File: src/plc_pkg.sv
// Package: shared types and constants for the polyline centroid block.
`timescale 1ns / 1ps
`default_nettype none
package plc_pkg;
   localparam int MaxPointsDefault = 1024;
   localparam int CoordBitsDefault = 16;
   localparam int FieldBits = 16;
   localparam int FifoDepth = 2;

   // one vertex as handed from the front to the back
   typedef struct packed {
      logic [FieldBits-1:0] point_x;
      logic [FieldBits-1:0] point_y;
      logic                 last_point;
   } vertex_type;

   typedef enum logic [2:0] {
      ST_IDLE,
      ST_ROOT,
      ST_MULT,
      ST_DIV,
      ST_OUT
   } state_type;
endpackage
`default_nettype wire

File: src/plc_front.sv
// Front end: vertex queue between the input port and the segment engine.
`timescale 1ns / 1ps
`default_nettype none
module plc_front (
   input  wire                  clock,
   input  wire                  reset,
   input  wire                  push,
   output logic                 full,
   input  wire plc_pkg::vertex_type push_data,
   output logic                 q_valid,
   input  wire                  q_pop,
   output plc_pkg::vertex_type  q_data
);
   import plc_pkg::*;

   vertex_type mem_ff [FifoDepth];
   logic rd_ff, rd_in, wr_ff, wr_in;
   logic [1:0] cnt_ff, cnt_in;
   logic do_push, do_pop;

   assign full     = (cnt_ff == 2'(FifoDepth));
   assign q_valid  = (cnt_ff != 2'd0);
   assign q_data   = mem_ff[rd_ff];
   assign do_push  = push && !full;
   assign do_pop   = q_pop && q_valid;

   always_comb begin
      rd_in  = rd_ff ^ do_pop;
      wr_in  = wr_ff ^ do_push;
      cnt_in = cnt_ff + 2'(do_push) - 2'(do_pop);
   end

   always_ff @(posedge clock) begin
      if (reset) begin
         rd_ff  <= 1'b0;
         wr_ff  <= 1'b0;
         cnt_ff <= 2'd0;
      end else begin
         rd_ff  <= rd_in;
         wr_ff  <= wr_in;
         cnt_ff <= cnt_in;
      end
   end

   always_ff @(posedge clock) begin
      if (do_push) begin
         mem_ff[wr_ff] <= push_data;
      end
   end

   a_cnt_range: assert property (@(posedge clock) disable iff (reset)
      cnt_ff <= 2'(FifoDepth)) else $error("queue count out of range");
   a_no_pop_empty: assert property (@(posedge clock) disable iff (reset)
      cnt_ff == 2'd0 |=> cnt_ff <= 2'd1) else $error("pop from empty queue");
   a_full_push: assert property (@(posedge clock) disable iff (reset)
      (full && !do_pop) |=> full) else $error("full queue lost an entry");
endmodule
`default_nettype wire

File: config.mk
export PLATFORM = sky130hd
export DESIGN_NAME = plc_front
export DESIGN_NICKNAME = d
export VERILOG_FILES = /design/src/plc_pkg.sv /design/src/plc_front.sv
export SDC_FILE = /design/constraint.sdc
export NUM_CORES = 1
export LEC_CHECK = 0
export BUFFER_PORTS_ARGS = -buffer_cell sky130_fd_sc_hd__buf_4
export CAP_MARGIN = 20
export CORE_MARGIN = 8
export CORE_UTILIZATION = 55
export CTS_CLUSTER_SIZE = 24
export DETAILED_ROUTE_END_ITERATION = 7
export GPL_TIMING_DRIVEN = 0
export PLACE_DENSITY = 0.92
export SYNTH_ARGS = -nofsm -noshare
export SYNTH_HDL_FRONTEND = slang
export SYNTH_SLANG_ARGS = --single-unit
File: constraint.sdc
create_clock -name clock -period 5.1 [get_ports clock]
set_input_delay 0.51 -clock clock [delete_from_list [all_inputs] [get_ports clock]]
set_output_delay 0.51 -clock clock [all_outputs]
set_load 0.005 [all_outputs]
; After elaboration in Yosys (flattened, before gate mapping)
; Memories as Yosys holds them, arrays and structs flattened. A register that Yosys moved wholly into a read port is not among the register bits.
; Cells that the tools add are included.
; Widths: inputs -> output; s select.
[totals]
memories = 1
in_bits = 37
mem_bits_rw = 66
regBits = 4
out_inout_bits = 35
[op_classes]
n_reduce_logical = 4
mux = 3
n_bitwise = 2
n_eq_ne = 1
n_addsub = 2
[mem_list]
columns = memory, depth, width, read_ports, rd_ports_with_merged_regs, write_ports, line_no
row1 = mem_ff, 2, 33, 1, 1, 1, plc_front.sv:16  ; vertex_type mem_ff [FifoDepth];
[ops]
columns = operator, n
row1 = $mux 1, 3
row2 = $add 2x1->2, 1
row3 = $eq 2x2->1 const B, 1
row4 = $logic_and 1x1->1, 2
row5 = $reduce_bool 2->1, 1
row6 = $sub 2x1->2, 1
row7 = $xor 1x1->1, 2
row8 = $logic_not 1->1, 1

; Longest topological paths before layout
; Gate-level depths: netlist of the first run.
[logic_depth]
depth_word = 5
ltp_mapped = 7

; Least setup slack after synthesis of the first run
; No wires, ideal clock.
[synth_path]
path_kind = input port to flip-flop
startpoint = input port push
endpoint = memory mem_ff[1][0] in the netlist's numbering, enable pin
path_stages = 2
path_slack_ps = 3209
t_required_ps = 4707
t_arrival_ps = 1498
path_cell_list = and2_1 -> ha_1
[synth_via]
elab_chain_cells = 3
[synth_rtl]
columns = element, line_no
row1 = "start, declared", plc_front.sv:7  ; input wire push,
row2 = $logic_and 1x1->1, plc_front.sv:24  ; assign do_push = push && !full;
row3 = $mux 1, plc_front.sv:46  ; if (do_push) begin
row4 = $mux 1 (implied by the code), plc_front.sv:47  ; mem_ff[wr_ff] <= push_data;
row5 = "end, declared", plc_front.sv:16
; No other way between the ends.

==> run metrics, run 1 <==
initial antenna violation count=0; H-Tree Depth=3; Routed Antenna Nets=0; ant diodes=0; worst setup path class=reg2out; Die Ht=roughly 85 um; final setup violation count=0; critical path's largest stage delay=350 ps; Hold Crit Class=in2reg; Site Rows=25; PwrDens=about 460 nW/um2; unrepaired setup endpoints after global routing=no; final worst-path cycle share=38.25%; Post-Synthesis Cells=126; core area=approximately 4700 um2; IO Count=between 70 and 80; layout cells sized above 1=about three fifths; DR iter-0 viols=66; final wirelength=between 4 and 5 mm; maximum number of pins on one net before global-route repair=34; Crit. End Element=primary output; Die ar.=approximately 7300 um2; Area Growth Syn to Fin=29.49%; VDD IR-drop max=266.6 uV; clock sink count=70; Hold Fails Final Rpt=0; port bufs=71; TritonCTS clock tree=built; initial core utilization=56.62%; Peak Freq=roughly 510 MHz; CP required=between 4000 and 5000 ps; status=finished, final reports clean; post-layout min period=1951 ps; drt wl/cell=between 15 and 20 um; Synth Warn #=0; DR vias/cell=roughly 5; static leakage=1.322 nW; max-slew violation count=0; Critical Path AT=1440 ps; vias=between 1,000 and 1,500; sequential area share after synthesis=78.14%; Gates resized, CTS repair=0; Remaining Overflow, GRT=0; DIE WIDTH=about 85 um; post-synth top area cell=edfxtp_1; Slowest-stage cell, CP=mux2_2; Synth area leaders=edfxtp_1, mux2_2, dfxtp_1, ha_1, buf_6; Clock Tree Root=clkbuf_8; first-pass GRT wire length=roughly 7.2 mm; GRT Overall Usage=a little over an eighth; final setup margin=3149 ps; maxcap violations=0; skew final=9.350 ps; crit path cell chain=buf_6 -> buf_6 -> mux2_2 -> buf_4; Max-Slew Margin vs Limit=a little under half; most frequent CP cell=buf_6; syn_nets=around 170; CTS max path bufs=2; Routability Congestion=about 0.69; Clk Latency, worst-skew pair=between 300 and 400 ps; #FFs+latches synth=70; Final Total Pwr=about 1.6 mW; pre-CTS WS=3215 ps; vias in the first global route=about 1,500; Avg Cell Area, Syn=20.94 um2; worst-path fanout max=10; setup_tns=0 ps; crit start category=register; Post-CTS Hold Fix Bufs=0; Reg clk slew, reported paths=approximately 70 ps; Slew @ Worst Pin=roughly 820 ps; area of placed instances=3244 um2; 1st-pass router iterations=4; Final Cell Area=between 3000 and 4000 um2; post-synth cell types=16; post-synth top area share=75.11%; TritonCTS Buffers=9; Util after Layout=about three quarters; DRC Markers=0; post-CTS setup buffers=0; mapped cell area=approximately 2600 um2; Nets=around 250; Detail Placement HPWL=~3.2 mm
[per-stage QoR]
stage / instances / hold slack [ps]
global route: 267 / 332.3
finish: 267 / 358.5
detailed placement: 251 / 586.3
floorplan: 126 / 532.1
CTS: 267 / 346.2
global placement: 251 / 542.7
[report_power, final]
group | switching [mW] | leakage (nW) | internal (mW)
combinational | 0.177 | 0.582 | 0.250
sequential | 0.0239 | 0.650 | 0.731
clock | 0.181 | 0.0905 | 0.202
[cell usage in the layout, fill, tap and decap left out, drive strengths merged]
cell | netlist | routed
buf | 4 | 75
edfxtp | 66 | 66
mux2 | 34 | 34
clkbuf | 0 | 14
dfxtp | 4 | 4
ha | 4 | 4
inv | 3 | 3
nor2 | 3 | 3
nor2b | 2 | 2
clkinv | 0 | 2
or2 | 1 | 1
o21a | 1 | 1
nand2b | 1 | 1
and2 | 1 | 1
nand2 | 1 | 1
xnor3 | 1 | 1
[synthesized netlist by cell type (all sizes together)]
cell	instances
mux2	34
nor2	3
nand2	1
nor2b	2
dfxtp	4
or2	1
o21a	1
inv	3
buf	4
edfxtp	66
nand2b	1
ha	4
and2	1
xnor3	1
[kinds of logic after synthesis]
family / synth area share (%)
AOI/OAI and AO/OA: 0.2846
xor gates and xnor gates: 0.8534
adders and majority gates: 1.897
buffers and inverters: 2.276
DFF: 78.14
muxes: 14.79
and+or+nand+nor: 1.755
[flip-flops by register name, summed over array words and instances, names as in the netlist]
| signal | count |
|---|---|
| wr_ff | 1 |
| rd_ff | 1 |
| mem_ff | 66 |
| cnt_ff | 2 |
[worst paths after layout]
| check | from | endpoint | slack (ps) | depth (start not counted) |
|---|---|---|---|---|
| worst max-delay path | rd_ff | q_data[5] | 3150 | 4 |
| worst min-delay path | push_data[25] | mem_ff[1][25] | 360 | 1 |
| worst max register to register | cnt_ff[0] | mem_ff[1][9] | 3240 | 3 |
| worst min register to register | wr_ff | wr_ff | 590 | 3 |
[layout make-up]
cell class	instances	area (um2)
Timing Repair Buffer	71	533.0
Clock inverter	2	10.01
Fill cell	290	1244
Clock buffer	14	162.7
Multi-Input combinational cell	49	521.8
Tap cell	54	67.56
Sequential cell	70	2062
Buffer	4	48.80
Inverter	3	11.26
[worst max-delay path, delay by kind of cell, from the launching register on]
family / cells / cell delay [ps]
DFF: 1 / 330
muxes: 1 / 350
buffers and inverters: 3 / 440
[layer usage]
layer  wire, um  vias to the layer above  GRT usage (%)
met3        227                        7          4.537
met1       1868                      656          14.16
met4         93                        0          8.121
li1           -                      644              -
met2       2506                       44          23.01
met5          0                        -              0
Power figures use the tool's default switching activity.
==> inputs of run 2 (changes only) <==
Settings changed: ABC_AREA set to 1, CORE_UTILIZATION 55 to 47, PLACE_DENSITY 0.92 to 0.84.
Clock period 5.1 ns to 1.7 ns, I/O delays scaled along.
==> run 2 against run 1 <==
  * The run now ends with setup timing left
  * Register-to-register slack lost 3300 ps
  * Largest power group unchanged
  * Hold slack worse by 340 ps
  * Largest cell class unchanged
  * Sequential power rose to 3.1 times the previous value
  * Clock skew is essentially flat
==> run metrics, run 2 <==
1st-pass router iterations=4 (unchanged); Top FF cell, synth=edfxtp_1 (unchanged); Area Growth Syn to Fin=30.53% (was 29.49%); Gates resized, CTS repair=0 (unchanged); layout cells sized above 1=54.63% (was 58.69%); #FFs+latches synth=70 (unchanged); FF-to-FF Start=cnt_ff[1] (was cnt_ff[0]); DRC Markers=0 (unchanged); port bufs=71 (unchanged); maximum number of pins on one net before global-route repair=34 (unchanged); post-synth top area cell=edfxtp_1 (unchanged); CTS max path bufs=2 (unchanged); IO Count=72 (unchanged); Routability Congestion=0.6910 (was 0.6938); sequential area share after synthesis=74.54% (was 78.14%); most frequent cells in the layout=buf_4, edfxtp_1, mux2_4 (was buf_4, edfxtp_1, mux2_2); fillers=451 (was 290); drt wl/cell=16.30 um (was 17.59 um); post-synth top area share=71.64% (was 75.11%); final setup violation count=66 (was 0); Hold Crit Class=in2reg (unchanged); post-synth cell types=13 (was 16); max-slew violation count=0 (unchanged); Post-Synthesis Cells=138 (was 126); EDFF count, synth=66 (unchanged); first-pass GRT wire length=7.907 mm (was 7.189 mm); Remaining Overflow, GRT=0 (unchanged); syn_nets=179 (was 167); crit start category=register (unchanged); CP required=1650 ps (was 4590 ps); FFs w/ async S/R, synth=0% (unchanged); GRT Overall Usage=12.23% (was 13.50%); VDD IR-drop max=813.9 uV (was 266.6 uV); Clock Tree Root=clkbuf_8 (unchanged); Nets=263 (was 249); DIE WIDTH=92.72 um (was 85.27 um); initial antenna violation count=0 (unchanged); skew final=9.835 ps (was 9.350 ps); mapped cell area=2766 um2 (was 2639 um2); worst setup path class=reg2reg (was reg2out); vias=1,424 (was 1,351); CP endpoint=mem_ff[0][26] (was q_data[5]); Die ar.=8597 um2 (was 7270 um2); Final Total Pwr=5.208 mW (was 1.566 mW); Critical R2R Capture=mem_ff[0][26] (was mem_ff[1][9]); Clk Latency, worst-skew pair=330 ps (about the same); H-Tree Depth=3 (unchanged); Avg Cell Area, Syn=20.05 um2 (was 20.94 um2); DR vias/cell=4.715 (was 5.060); Multi-input gate area=600.6 um2 (was 521.8 um2); Hold Fails Final Rpt=0 (unchanged); area of placed instances=3398 um2 (was 3244 um2); Detail Placement HPWL=3.431 mm (was 3.221 mm); static leakage=1.451 nW (was 1.322 nW); DR iter-0 viols=77 (was 66); PwrDens=1442 nW/um2 (was 458.1 nW/um2); Die Ht=92.72 um (was 85.27 um); cell count of the worst reg-to-reg path=4 (was 3); cell with the most instances after synthesis=edfxtp_1 (unchanged); max FFs per register=66 (unchanged); post-layout min period=around 1800 ps; TritonCTS clock tree=built (unchanged); Synth Warn #=0 (unchanged); clock sink count=70 (unchanged); Crit. End Element=register (was primary output); Max-Slew Margin vs Limit=44.22% (was 45.44%); Final Cell Area=3611 um2 (was 3417 um2); violated checks=setup timing; final setup margin=-86.67 ps (was 3149 ps); synth cell count leaders=edfxtp_1, mux2_4, inv_1 (was edfxtp_1, mux2_2, dfxtp_1, ha_1); status=complete, but fails checks (was finished, final reports clean); core area=5816 um2 (was 4661 um2); maxcap violations=0 (unchanged); worst-path fanout max=33 (was 10); vias in the first global route=1,576 (was 1,461); Reg with most FFs=mem_ff (unchanged); Sequential Area=2062 um2 (unchanged); ant diodes=0 (unchanged); commonest non-fill, non-tap cell in the layout=buf_4 (unchanged); Slew @ Worst Pin=836.7 ps (was 818.4 ps); Site Rows=28 (was 25); Peak Freq=approximately 560 MHz; unrepaired setup endpoints after global routing=yes (was no); Top Registers=mem_ff: 66 flops, cnt_ff: 2 flops (unchanged); post-CTS setup buffers=0 (unchanged); initial core utilization=47.57% (was 56.62%); TritonCTS Buffers=9 (unchanged); Routed Antenna Nets=0 (unchanged); Critical Path AT=1740 ps (was 1440 ps); final wirelength=4.922 mm (was 4.696 mm); final worst-path cycle share=105.1%; Setup crit start=cnt_ff[1] (was rd_ff); Synth area leaders=edfxtp_1, mux2_4, dfxtp_1, buf_12, mux2_2 (was edfxtp_1, mux2_2, dfxtp_1, ha_1, buf_6); Reg clk slew, reported paths=70 ps (about the same); Reg2Reg Setup Slack=-90 ps (was 3240 ps)
run 2: final cells by class:
cell class                      count  share of cell area (%)
Inverter                           10                   1.040
Timing Repair Buffer               73                   15.32
Clock inverter                      4                   1.317
Tap cell                           75                   2.599
Buffer                              4                   1.975
Clock buffer                       12                   4.019
Multi-Input combinational cell     54                   16.63
Sequential cell                    70                   57.10
run 2: routing by layer:
layer  part of all wire, %  track usage [%]  routed length (um)
met5                     0                0                   0
met4                   2.9            8.993                 144
met3                   5.3            3.155                 259
met2                    53            20.98                2616
met1                    39            12.73                1901
run 2: how the worst min path moves through the flow:
| stage | slack, ps | startpoint | to | cells past startpoint |
|---|---|---|---|---|
| after floorplan | 240 | reset | wr_ff | 1 |
| after global placement | 350 | reset | wr_ff | 2 |
| after detailed placement | 350 | reset | cnt_ff[0] | 2 |
| after CTS | 2 | push_data[7] | mem_ff[1][7] | 1 |
| after global routing | 0.3 | push_data[23] | mem_ff[0][23] | 1 |
| final | 20 | push_data[23] | mem_ff[0][23] | 1 |
run 2: where the power goes:
part           switching (mW)  total, mW  internal, mW
Clock                   0.569       1.28         0.714
Sequential             0.0836       2.33          2.25
Combinational           0.663       1.60         0.933
Total                    1.32       5.21          3.89
run 2: per-stage QoR:
stage / hold WS, ps / cells / util [%] / worst slack, ps / setup TNS [ps]
floorplan: 236.7 / 138 / - / -127.4 / -8411
global placement: 345.4 / 284 / 58.35 / -585.8 / -38550
detailed placement: 350.8 / 284 / 58.43 / -112.2 / -7143
CTS: 1.878 / 301 / 61.92 / -130.3 / -7447
global route: 0.2517 / 302 / 62.09 / -210.5 / -12780
finish: 22.65 / 302 / 62.09 / -86.67 / -4526
run 2: cells by family after synthesis:
group,share of synthesized area (%)
simple gates,2.126
fa+ha+maj,1.809
flops,74.54
mux,17.23
buf+inv,3.935
compound gates,0.3615
run 2: worst max-delay path, stage by stage, from the launching register on:
cell     delay, ps
dfxtp_1        310
inv_1          120
o21ai_0        130
inv_1          100
ha_2           730
run 2: repair_timing:
action	in CTS	in global routing
endpoints found under the hold margin	2	2
gates cloned	0	0
setup endpoints to repair	66	66
hold buffers	1	1
==> inputs of run 3 (changes only) <==
Settings changed: CORE_ASPECT_RATIO set to 0.6.
==> run 3 against run 2 <==
  * The run still ends with setup timing left
  * Sequential cell count did not move
  * Die area rose by 0.93%
  * Total power rose by 6.6%
  * Via count rose by 6.9%
  * Combinational power rose by 5%
  * Sequential power barely moved
  * Sequential share of layout area fell by 3.3 points
  * Core utilization rose by 6.1 points
  * Clock skew fell by 3.9 ps
  * Clock power rose by 20%
  * Critical path type unchanged
  * Largest power group unchanged
==> run metrics, run 3 (same netlist as run 2, synthesis figures left out) <==
vias=1,522 (was 1,424); status=complete, but fails checks (unchanged); CP required=1660 ps (was 1650 ps); Multi-input gate area=600.6 um2 (unchanged); Non-Filler Instances=325 (was 302); first-pass GRT wire length=7.976 mm (was 7.907 mm); final worst-path cycle share=106.2% (was 105.1%); post-CTS setup buffers=0 (unchanged); CP delay by family, top=adder cells (unchanged); sw frac=24.72% (was 25.27%); final wirelength=5.459 mm (was 4.922 mm); 1st-pass router iterations=4 (unchanged); Slowest-stage cell, CP=ha_2 (unchanged); Site Rows=21 (was 28); Net Switching=1.372 mW (was 1.316 mW); Reg with most FFs=mem_ff (unchanged); final setup margin=-105.4 ps (was -86.67 ps); static leakage=1.542 nW (was 1.451 nW); Die ar.=8677 um2 (was 8597 um2); combinational share of power=30.3% (was 30.6%); Crit. End Element=register (unchanged); Critical Path AT=1770 ps (was 1740 ps); maximum number of pins on one net before global-route repair=34 (unchanged); DRC Markers=0 (unchanged); Max-Slew Margin vs Limit=42.98% (was 44.22%); Routed Antenna Nets=0 (unchanged); Clock Tree Root=clkbuf_8 (unchanged); fillers=389 (was 451); Inst Count DP=289 (was 284); Die Ht=75.43 um (was 92.72 um); unrepaired setup endpoints after global routing=yes (unchanged); most frequent cells in the layout=buf_4, edfxtp_1, mux2_4 (unchanged); skew final=5.965 ps (was 9.835 ps); critical path's largest stage delay=750 ps (was 730 ps); worst-path fanout max=33 (unchanged); Clock power frac=27.8% (was 24.6%); Remaining Overflow, GRT=0 (unchanged); Peak Freq=553.9 MHz (was 559.7 MHz); DIE WIDTH=115.0 um (was 92.72 um); TritonCTS clock tree=built (unchanged); met1 usage=13.87% (was 12.73%); Reg2Reg Setup Slack=-110 ps (was -90 ps); maxcap violations=0 (unchanged); core area=5623 um2 (was 5816 um2); Nets=281 (was 263); post-layout min period=1805 ps (was 1787 ps); Detail Placement HPWL=3.530 mm (was 3.431 mm); commonest non-fill, non-tap cell in the layout=buf_4 (unchanged); worst setup path class=reg2reg (unchanged); Hold Crit Class=in2reg (unchanged); initial antenna violation count=0 (unchanged); Reg clk slew, reported paths=70 ps (about the same); TritonCTS Buffers=9 (unchanged); layout cells sized above 1=49.80% (was 54.63%); ant diodes=0 (unchanged); PwrDens=1448 nW/um2 (was 1442 nW/um2); IO Count=72 (unchanged); violated checks=setup timing (unchanged); Sequential Area=2062 um2 (unchanged); max-slew violation count=0 (unchanged); clock sink count=70 (unchanged); initial core utilization=49.20% (was 47.57%); drt wl/cell=16.80 um (was 16.30 um); Final Total Pwr=5.551 mW (was 5.208 mW); GRT Overall Usage=12.75% (was 12.23%); most frequent CP cell=inv_1 (unchanged); max FFs per register=66 (unchanged); H-Tree Depth=3 (unchanged); vias in the first global route=1,641 (was 1,576); Hold Fails Final Rpt=0 (unchanged); crit start category=register (unchanged); CP bufs+invs=2 (unchanged); DR iter-0 viols=71 (was 77); CTS max path bufs=2 (unchanged); Clk Latency, worst-skew pair=330 ps (about the same); internal cell power=4.178 mW (was 3.892 mW); Most Used Layer, Global Route=met2 (unchanged); crit path cell chain=inv_1 -> o21ai_1 -> inv_1 -> ha_2 (was inv_1 -> o21ai_0 -> inv_1 -> ha_2); global routing usage on met2=19.72% (was 20.98%); setup_tns=-5629 ps (was -4526 ps); final setup violation count=66 (unchanged); DR vias/cell=4.683 (was 4.715); Routability Congestion=0.7383 (was 0.6910); M3 GR Usage=7.991% (was 3.155%); pre-CTS WS=-151.9 ps (was -112.2 ps); Slew @ Worst Pin=855.4 ps (was 836.7 ps); VDD IR-drop max=860.4 uV (was 813.9 uV); Top Registers=mem_ff: 66 flops, cnt_ff: 2 flops (unchanged); port bufs=71 (unchanged); Sequential Power Share=42.0% (was 44.7%); Area Growth Syn to Fin=38.58% (was 30.53%)
-- run 3: cell type report --
type | instances | area share, %
Timing Repair Buffer | 91 | 19.13
Sequential cell | 70 | 53.79
Inverter | 10 | 0.9791
Clock buffer | 11 | 3.427
Clock inverter | 5 | 2.546
Multi-Input combinational cell | 54 | 15.67
Tap cell | 80 | 2.611
Buffer | 4 | 1.860
-- run 3: final timing paths --
check / start / end / cells after the start
hold reg to reg: wr_ff / wr_ff / 3
setup / recovery: cnt_ff[1] / mem_ff[1][16] / 4
setup reg to reg: cnt_ff[1] / mem_ff[1][16] / 4
hold / removal: push_data[19] / mem_ff[1][19] / 1
-- run 3: power by group through the flow --
stage	clock [mW]	combinational, mW	sequential, mW
floorplan	0	0.955	2.34
CTS	1.57	1.68	2.33
global route	1.64	1.81	2.36
detailed placement	0	1.65	2.37
global placement	0	1.61	2.36
finish	1.54	1.68	2.33
-- run 3: per-layer routing --
| metal | part of all wire [%] | up-vias |
|---|---|---|
| met1 | 44 | 734 |
| li1 | - | 717 |
| met2 | 46 | 65 |
| met5 | 0 | - |
| met3 | 10 | 6 |
| met4 | 0.92 | 0 |
-- run 3: timing repair --
item                                   in CTS  in global routing
endpoints found under the hold margin      13                 22
setup endpoints to repair                  66                 67
gates cloned                                0                  0
hold buffers                                8                 12
pin swaps                                   0                  0
resized for setup                           0                  1
-- run 3: metrics by stage --
| stage | hold WS (ps) | area, um2 | util, % |
|---|---|---|---|
| 2_1_floorplan | 236.7 | 2766 | - |
| 3_3_place_gp | 352.8 | 3400 | 60.46 |
| 3_5_place_dp | 357.3 | 3405 | 60.55 |
| 4_1_cts | 0.5410 | 3714 | 66.04 |
| 5_1_grt | 0.5534 | 3834 | 68.18 |
| 6_report | 14.73 | 3834 | 68.18 |
-- run 3: worst register-to-register path: cells and delay by family, from the launching register on --
family | cells | cell delay [ps]
buf+inv | 2 | 240
fa+ha+maj | 1 | 750
compound gates | 1 | 110
flops | 1 | 320
